**src/sv/dtq_pkg.sv**
```systemverilog
`timescale 1ns / 1ps
`default_nettype none
// ----------------------------------------------------------------------------
// dtq_pkg
// Shared types, codes and constants of the deadline timer queue.
// ----------------------------------------------------------------------------
package dtq_pkg;

  localparam int DEF_TIMER_SLOTS = 16;
  localparam int MAX_RESULTS     = 16;
  localparam int RES_W           = $clog2(MAX_RESULTS + 1);

  localparam logic [1:0] MODE_SCHED  = 2'd0;
  localparam logic [1:0] MODE_CANCEL = 2'd1;
  localparam logic [1:0] MODE_TICK   = 2'd2;

  localparam logic [1:0] KIND_SCHED  = 2'd0;
  localparam logic [1:0] KIND_CANCEL = 2'd1;
  localparam logic [1:0] KIND_EXPIRY = 2'd2;

  localparam logic [1:0] STAT_OK        = 2'd0;
  localparam logic [1:0] STAT_DISABLED  = 2'd1;
  localparam logic [1:0] STAT_FULL      = 2'd2;
  localparam logic [1:0] STAT_NOT_FOUND = 2'd3;

  localparam logic [31:0] ID_MAX = 32'hFFFF_FFFF;
  localparam logic [31:0] ID_FIRST = 32'd1;

  typedef struct packed {
    logic [1:0]  mode;
    logic [31:0] delay;
    logic [31:0] target_id;
  } dtq_req_t;

  typedef struct packed {
    logic [1:0]  kind;
    logic [31:0] tmr_id;
    logic [1:0]  status;
    logic        last;
  } dtq_rsp_t;

  typedef struct packed {
    logic [31:0] ident;
    logic [63:0] deadline;
  } slot_entry_t;

  typedef enum logic [2:0] {
    ST_IDLE,
    ST_SCHED,
    ST_CANCEL,
    ST_TICK,
    ST_TICK_LAST
  } ctl_state_t;

  typedef struct packed {
    logic capture;
    logic scan_reset;
    logic scan_run;
    logic sched;
    logic cancel_rsp;
    logic tick_start;
    logic tick_resolve;
    logic tick_last;
  } ctl_cmd_t;

  typedef struct packed {
    logic enabled;
    logic scan_done;
    logic found;
    logic limit;
  } dp_sts_t;

endpackage
`default_nettype wire

```
**src/sv/dtq_ctrl.sv**
```systemverilog
`timescale 1ns / 1ps
`default_nettype none
// ----------------------------------------------------------------------------
// dtq_ctrl
// Sequencer: accepts a request, steps slot scans and issues responses.
// ----------------------------------------------------------------------------
module dtq_ctrl import dtq_pkg::*; (
  input  wire logic       clk,
  input  wire logic       rst_n,
  input  wire logic       start,
  input  wire logic [1:0] mode,
  input  wire dp_sts_t    sts,
  output ctl_cmd_t        cmd,
  output logic            busy
);

  ctl_state_t state_r, state_nxt;

  always_ff @(posedge clk) begin
    if (!rst_n) begin
      state_r <= ST_IDLE;
    end else begin
      state_r <= state_nxt;
    end
  end

  always_comb begin
    state_nxt = state_r;
    cmd       = '0;
    unique case (state_r)
      ST_IDLE: begin
        if (start) begin
          cmd.capture    = 1'b1;
          cmd.scan_reset = 1'b1;
          unique case (mode)
            MODE_SCHED:  state_nxt = ST_SCHED;
            MODE_CANCEL: state_nxt = ST_CANCEL;
            MODE_TICK: begin
              cmd.tick_start = 1'b1;
              state_nxt      = ST_TICK;
            end
            default: state_nxt = ST_IDLE;
          endcase
        end
      end
      ST_SCHED: begin
        cmd.sched = 1'b1;
        state_nxt = ST_IDLE;
      end
      ST_CANCEL: begin
        if (!sts.enabled || sts.scan_done) begin
          cmd.cancel_rsp = 1'b1;
          state_nxt      = ST_IDLE;
        end else begin
          cmd.scan_run = 1'b1;
        end
      end
      ST_TICK: begin
        if (sts.scan_done) begin
          cmd.tick_resolve = 1'b1;
          cmd.scan_reset   = 1'b1;
          if (!sts.found) begin
            state_nxt = ST_IDLE;
          end else if (sts.limit) begin
            state_nxt = ST_TICK_LAST;
          end
        end else begin
          cmd.scan_run = 1'b1;
        end
      end
      ST_TICK_LAST: begin
        cmd.tick_last = 1'b1;
        state_nxt     = ST_IDLE;
      end
      default: state_nxt = ST_IDLE;
    endcase
  end

  assign busy = (state_r != ST_IDLE);

endmodule
`default_nettype wire

```
**src/sv/dtq_datapath.sv**
```systemverilog
`timescale 1ns / 1ps
`default_nettype none
// ----------------------------------------------------------------------------
// dtq_datapath
// Timer slot memory, valid bits, time count, scan compare and result register.
// ----------------------------------------------------------------------------
module dtq_datapath import dtq_pkg::*; #(
  parameter int TIMER_SLOTS = DEF_TIMER_SLOTS
) (
  input  wire logic     clk,
  input  wire logic     rst_n,
  input  wire logic     cfg_we,
  input  wire logic     cfg_wdata,
  input  wire dtq_req_t in_req,
  input  wire ctl_cmd_t cmd,
  output dp_sts_t       sts,
  output logic          out_valid,
  output dtq_rsp_t      out_rsp
);

  localparam int IDX_W = (TIMER_SLOTS > 1) ? $clog2(TIMER_SLOTS) : 1;
  localparam int CNT_W = $clog2(TIMER_SLOTS + 1);

  slot_entry_t mem [TIMER_SLOTS];
  slot_entry_t rd_data_r;
  slot_entry_t wr_data;
  logic        mem_we;
  logic [IDX_W-1:0] raddr;

  logic                   enabled_r;
  dtq_req_t               req_r;
  logic [TIMER_SLOTS-1:0] valid_r;
  logic [63:0]            now_r;
  logic [31:0]            next_id_r;
  logic [CNT_W-1:0]       idx_r;
  logic                   chk_v_r;
  logic [IDX_W-1:0]       chk_idx_r;
  logic                   found_r;
  logic [IDX_W-1:0]       best_idx_r;
  logic [63:0]            best_dl_r;
  logic [31:0]            best_id_r;
  logic                   pend_v_r;
  logic [31:0]            pend_id_r;
  logic [RES_W-1:0]       cnt_r;
  logic                   out_valid_r;
  dtq_rsp_t               out_rsp_r;

  logic             free_any;
  logic [IDX_W-1:0] free_idx;
  logic             chk_live;
  logic             due;
  logic             earlier;
  logic             cancel_hit;
  logic             take;
  logic [RES_W-1:0] emitted;

  always_comb begin
    free_any = 1'b0;
    free_idx = '0;
    for (int i = TIMER_SLOTS - 1; i >= 0; i--) begin
      if (!valid_r[i]) begin
        free_any = 1'b1;
        free_idx = IDX_W'(i);
      end
    end
  end

  assign raddr   = idx_r[IDX_W-1:0];
  assign mem_we  = cmd.sched && enabled_r && free_any;
  assign wr_data = '{ident: next_id_r, deadline: now_r + {32'd0, req_r.delay}};

  always_ff @(posedge clk) begin
    if (mem_we) begin
      mem[free_idx] <= wr_data;
    end
    rd_data_r <= mem[raddr];
  end

  assign chk_live   = valid_r[chk_idx_r];
  assign due        = chk_live && (rd_data_r.deadline <= now_r);
  assign earlier    = !found_r || (rd_data_r.deadline < best_dl_r) ||
                      ((rd_data_r.deadline == best_dl_r) && (rd_data_r.ident < best_id_r));
  assign cancel_hit = chk_live && !found_r && (req_r.target_id != 32'd0) &&
                      (rd_data_r.ident == req_r.target_id);
  assign take       = chk_v_r && ((req_r.mode == MODE_CANCEL) ? cancel_hit : (due && earlier));
  assign emitted    = cnt_r + RES_W'(pend_v_r);

  assign sts = '{
    enabled:   enabled_r,
    scan_done: (idx_r == CNT_W'(TIMER_SLOTS)) && !chk_v_r,
    found:     found_r,
    limit:     (emitted == RES_W'(MAX_RESULTS - 1))
  };

  always_ff @(posedge clk) begin
    if (!rst_n) begin
      enabled_r   <= 1'b0;
      valid_r     <= '0;
      now_r       <= '0;
      next_id_r   <= ID_FIRST;
      idx_r       <= '0;
      chk_v_r     <= 1'b0;
      found_r     <= 1'b0;
      pend_v_r    <= 1'b0;
      cnt_r       <= '0;
      out_valid_r <= 1'b0;
    end else begin
      out_valid_r <= cmd.sched || cmd.cancel_rsp || cmd.tick_last ||
                     (cmd.tick_resolve && pend_v_r);
      if (cfg_we) begin
        enabled_r <= cfg_wdata;
      end
      if (cmd.capture) begin
        req_r <= in_req;
      end
      if (cmd.scan_run) begin
        if (idx_r < CNT_W'(TIMER_SLOTS)) begin
          idx_r     <= idx_r + CNT_W'(1);
          chk_v_r   <= 1'b1;
          chk_idx_r <= idx_r[IDX_W-1:0];
        end else begin
          chk_v_r <= 1'b0;
        end
        if (take) begin
          found_r    <= 1'b1;
          best_idx_r <= chk_idx_r;
          best_dl_r  <= rd_data_r.deadline;
          best_id_r  <= rd_data_r.ident;
        end
      end
      if (cmd.tick_start) begin
        now_r    <= now_r + 64'd1;
        pend_v_r <= 1'b0;
        cnt_r    <= '0;
      end
      if (cmd.sched) begin
        out_rsp_r.kind <= KIND_SCHED;
        out_rsp_r.last <= 1'b1;
        if (!enabled_r) begin
          out_rsp_r.status <= STAT_DISABLED;
          out_rsp_r.tmr_id <= '0;
        end else if (!free_any) begin
          out_rsp_r.status <= STAT_FULL;
          out_rsp_r.tmr_id <= '0;
        end else begin
          out_rsp_r.status  <= STAT_OK;
          out_rsp_r.tmr_id  <= next_id_r;
          valid_r[free_idx] <= 1'b1;
          next_id_r         <= (next_id_r == ID_MAX) ? ID_FIRST : next_id_r + 32'd1;
        end
      end
      if (cmd.cancel_rsp) begin
        out_rsp_r.kind <= KIND_CANCEL;
        out_rsp_r.last <= 1'b1;
        if (!enabled_r) begin
          out_rsp_r.status <= STAT_DISABLED;
          out_rsp_r.tmr_id <= '0;
        end else if (found_r) begin
          out_rsp_r.status    <= STAT_OK;
          out_rsp_r.tmr_id    <= req_r.target_id;
          valid_r[best_idx_r] <= 1'b0;
        end else begin
          out_rsp_r.status <= STAT_NOT_FOUND;
          out_rsp_r.tmr_id <= '0;
        end
      end
      if (cmd.tick_resolve) begin
        out_rsp_r.kind   <= KIND_EXPIRY;
        out_rsp_r.status <= STAT_OK;
        out_rsp_r.tmr_id <= pend_id_r;
        if (found_r) begin
          out_rsp_r.last      <= 1'b0;
          cnt_r               <= emitted;
          pend_v_r            <= 1'b1;
          pend_id_r           <= best_id_r;
          valid_r[best_idx_r] <= 1'b0;
        end else begin
          out_rsp_r.last <= 1'b1;
          pend_v_r       <= 1'b0;
        end
      end
      if (cmd.tick_last) begin
        out_rsp_r.kind   <= KIND_EXPIRY;
        out_rsp_r.status <= STAT_OK;
        out_rsp_r.tmr_id <= pend_id_r;
        out_rsp_r.last   <= 1'b1;
        pend_v_r         <= 1'b0;
      end
      if (cmd.scan_reset) begin
        idx_r   <= '0;
        chk_v_r <= 1'b0;
        found_r <= 1'b0;
      end
    end
  end

  assign out_valid = out_valid_r;
  assign out_rsp   = out_rsp_r;

endmodule
`default_nettype wire

```
**src/sv/deadline_timer_queue_core.sv**
```systemverilog
`timescale 1ns / 1ps
`default_nettype none
// A schedule reply goes from the SCHED state through the result register;
// a cancel scans every slot unless disabled. A tick rescans the slot memory,
// one slot per cycle, until a scan finds no due timer or MAX_RESULTS expire.
// One request at a time; busy is high until its last result is commanded.
// Synchronous active-low reset clears all valid bits, the time count and
// sets the next id to 1. Results are strobes; the receiver cannot stall.
// ----------------------------------------------------------------------------
// deadline_timer_queue_core
// One-shot timer table with deadline-ordered expiry.
// ----------------------------------------------------------------------------
module deadline_timer_queue_core import dtq_pkg::*; #(
  parameter int TIMER_SLOTS = DEF_TIMER_SLOTS
) (
  input  wire logic     clk,
  input  wire logic     rst_n,
  input  wire logic     start,
  input  wire dtq_req_t in_req,
  output logic          busy,
  output logic          out_valid,
  output dtq_rsp_t      out_rsp,
  input  wire logic     cfg_we,
  input  wire logic     cfg_wdata
);

  ctl_cmd_t cmd;
  dp_sts_t  sts;

  dtq_ctrl u_ctrl (
    .clk   (clk),
    .rst_n (rst_n),
    .start (start),
    .mode  (in_req.mode),
    .sts   (sts),
    .cmd   (cmd),
    .busy  (busy)
  );

  dtq_datapath #(
    .TIMER_SLOTS (TIMER_SLOTS)
  ) u_datapath (
    .clk       (clk),
    .rst_n     (rst_n),
    .cfg_we    (cfg_we),
    .cfg_wdata (cfg_wdata),
    .in_req    (in_req),
    .cmd       (cmd),
    .sts       (sts),
    .out_valid (out_valid),
    .out_rsp   (out_rsp)
  );

endmodule
`default_nettype wire

```
**config.mk**
```make
export PLATFORM = sky130hd
export DESIGN_NAME = deadline_timer_queue_core
export DESIGN_NICKNAME = d
export VERILOG_FILES = /design/src/sv/dtq_pkg.sv /design/src/sv/dtq_ctrl.sv /design/src/sv/dtq_datapath.sv /design/src/sv/deadline_timer_queue_core.sv
export SDC_FILE = /design/constraint.sdc
export NUM_CORES = 2
export LEC_CHECK = 0
export BUFFER_PORTS_ARGS = -buffer_cell sky130_fd_sc_hd__buf_2
export CORE_AREA = 10 10 557 504
export DETAILED_ROUTE_END_ITERATION = 10
export DIE_AREA = 0 0 567 514
export SKIP_CTS_REPAIR_TIMING = 1
export SLEW_MARGIN = 10
export SYNTH_ARGS = -nofsm -noshare
export SYNTH_HDL_FRONTEND = slang
export SYNTH_SLANG_ARGS = --single-unit
```
**constraint.sdc**
```tcl
create_clock -name clk -period 11.34 [get_ports clk]
set_input_delay 1.134 -clock clk [delete_from_list [all_inputs] [get_ports clk]]
set_output_delay 1.134 -clock clk [all_outputs]
set_load 0.02 [all_outputs]
```
==> reports/results.ini <==
[sta]
min_period_ns = 5.35
holdWs_ns = 0.446
finalCritPeriodShare = 0.471
timing.final.hold_violations = 0
max_freq_mhz = 187
slew_headroom = 0.160
fin_tns_setup_ns = 0
setup_viol = 0
clock_skew_ns = 0.0606
final_max_slew_viol_count = 0
worst_slew_pin_slew_ns = 1.25
grt_setup_unrepaired = no

[synthesis]
ys_warn_count = 0
yosys-top-cells-area = edfxtp_1 (66%), mux4_2 (14%), dfxtp_1 (5.6%)
synthArstFlopShare = 0
postSynthNetCount = 4532
synth.avg_cell_area_um2 = 18.8
ys_ff_latch = 2001
netlist_area_mm2 = 0.0802
yosysSeqAreaShare = 0.721
synth_edf_count = 1775
synth_ff_type = edfxtp_1
yosysTopAreaCell = edfxtp_1
syn_inst = 4260
synth_top_area_frac = 0.664
yosysUniqueCellTypes = 83

[setup_path]
cp_max_fo = 41
worst_setup_path_end_kind = flop
setup.worst_path.class = reg -> reg
worstPathRequired_ns = 11.76
arrival_ns = 5.77
worstRegToRegCells = 11
startpoint_type = flop
r2r-start = u_datapath.valid_r[15]
critPathLaunch = u_datapath.valid_r[15]

[global_routing]
first_global_vias = 41300
grt_max_degree = 142
grt_pass1_wl_mm = 284
grt-ovfl-total = 0
use_met2 = 0.217
top_usage_layer = met2
grtUsageTotal = 0.128
use_met3 = 0.0188
grtUsageMet1 = 0.175
antenna_found_initial = 11

[cells_and_area]
nets = 4739
syn_to_final_growth_pct = 15.3
layout.cells.non_filler = 8219
fin_area_mm2 = 0.0925
final_common_cell = edfxtp_1
num-fill-cells = 25200
drive_gt1_frac = 0.226
seq_area_mm2 = 0.0578
fin_util = 0.344
layout_common_cells = edfxtp_1 (1775), mux4_2 (485), dfxtp_1 (222), clkbuf_16 (206), ha_1 (200)
multi_input_area_mm2 = 0.0214

[placement]
hpwl_mm = 106
io_buffers = 109
gp_congestion = 0.814
place_inst = 7831
placed_area_mm2 = 0.0853

[clock_tree]
cts_tree = built
root_buffer = clkbuf_16
htree_levels = 4
numCtsBuffers = 202
clk_pin_slew_ns = 0.07
cts_sinks = 2001
cts_buffer_depth = 3
clk_latency_ns = 0.85

[floorplanning]
io_pins = 110
die_area_mm2 = 0.291
die_h_um = 514
floorplan.initialDensity = 0.298
die_w_um = 567
core_area_mm2 = 0.269
num_rows = 181

[drt]
drtIter0Drc = 3801
vias = 40400
dr.pass1.iters = 5
avgRoutedWirePerCell_um = 23.5
ant_nets = 0
wl_mm = 193
drc = 0
drt-vias-per-instance = 4.92

[outcome]
status = completed

[power]
peakVddDrop_mv = 0.176
p_leak_nw = 27.6
p_per_area_mw_per_mm2 = 166

[worst_hold_path]
min_path_type = reg -> reg
min_path_cells = 0
min-delay-start = u_datapath.best_id_r[6]

[flow_run]
max_cap_violations = 0

==> area by class of cell <==
| cell class | instances | area share |
|---|---|---|
| sequential | 2001 | 0.625 |
| tap | 3568 | 0.0483 |
| inverter | 189 | 0.00767 |
| antenna | 2 | 0.0000541 |
| clock buffer | 286 | 0.0619 |
| multi-input combinational | 1909 | 0.231 |
| clock inverter | 100 | 0.0136 |
| timing repair buffer | 164 | 0.0123 |
==> metal layers <==
layer,vias up,wire length [um]
li1,17600,-
met1,21300,83700
met2,1240,95400
met3,266,9870
met4,0,4160
met5,-,0
==> sequential cells by signal (all words and copies together), names as in the netlist, 16 cells and up <==
register / cells
u_datapath.req_r: 66
u_datapath.best_dl_r: 64
u_datapath.out_rsp: 37
u_datapath.best_id_r: 32
u_datapath.mem: 1536
u_datapath.valid_r: 16
u_datapath.now_r: 64
u_datapath.next_id_r: 32
u_datapath.rd_data_r: 96
u_datapath.pend_id_r: 32
==> worst paths after layout <==
path / end / slack, ns
worst min-delay path: u_datapath.pend_id_r[6] / 0.45
worst min register to register: u_datapath.pend_id_r[6] / 0.45
worst max-delay path: u_datapath.mem[11][41] / 5.99
worst max register to register: u_datapath.mem[11][41] / 5.99
==> where the power goes <==
part	switching, mW	internal (mW)
sequential	0.0606	8.02
combinational	0.232	0.168
clock	2.86	4.02
==> kinds of logic after synthesis <==
| kind of cell | synth area share |
|---|---|
| buffers and inverters | 0.0173 |
| multiplexers | 0.137 |
| adder cells (fa/ha/maj) | 0.0314 |
| flip-flops | 0.721 |
| AO/OA/AOI/OAI | 0.0347 |
| AND/OR/NAND/NOR | 0.0410 |
| XOR/XNOR | 0.0182 |
==> cells in the mapped netlist, types with 4 or more instances <==
master	instances
nor2_1	108
o21a_1	10
buf_6	6
a31oi_1	9
edfxtp_1	1775
or4_1	5
buf_1	38
nor3_1	33
o21ai_0	129
o21bai_1	4
and3_1	26
a211oi_1	9
a221oi_1	4
or3_1	21
a21o_1	61
buf_2	12
a21oi_1	100
xor2_1	27
nor4_1	21
nand2_1	132
nor2b_1	13
o2111ai_1	5
mux4_2	485
nand4_1	66
a22oi_1	32
xnor2_1	140
nand2b_1	21
and2_1	61
inv_1	188
a2bb2oi_1	6
and4_1	10
ha_1	200
a21boi_0	20
dfxtp_1	226
nand3_1	61
o22ai_1	4
o211ai_1	11
a21boi_1	5
clkbuf_1	101
o21ai_1	5
o31ai_1	4
==> critical path, cell delays in order, from the launching register on <==
cell	delay [ns]
dfxtp_1	0.35
nand2b_1	0.15
a21boi_0	0.19
o21ai_0	0.11
a21bo_2	0.23
a21boi_0	0.17
o21ai_1	0.11
a21boi_1	0.58
nand2_1	0.35
nor2_4	0.94
buf_4	0.78
buf_4	0.79
==> per-stage QoR <==
stage | total power [mW] | setup WS [ns]
CTS | 15.5 | 5.96
global route | 15.8 | 5.73
global placement | 8.63 | 5.87
detailed placement | 8.64 | 6.01
finish | 15.4 | 5.99
floorplan | 8.48 | 2.02
Note: power is estimated with default switching activity, not from simulation.
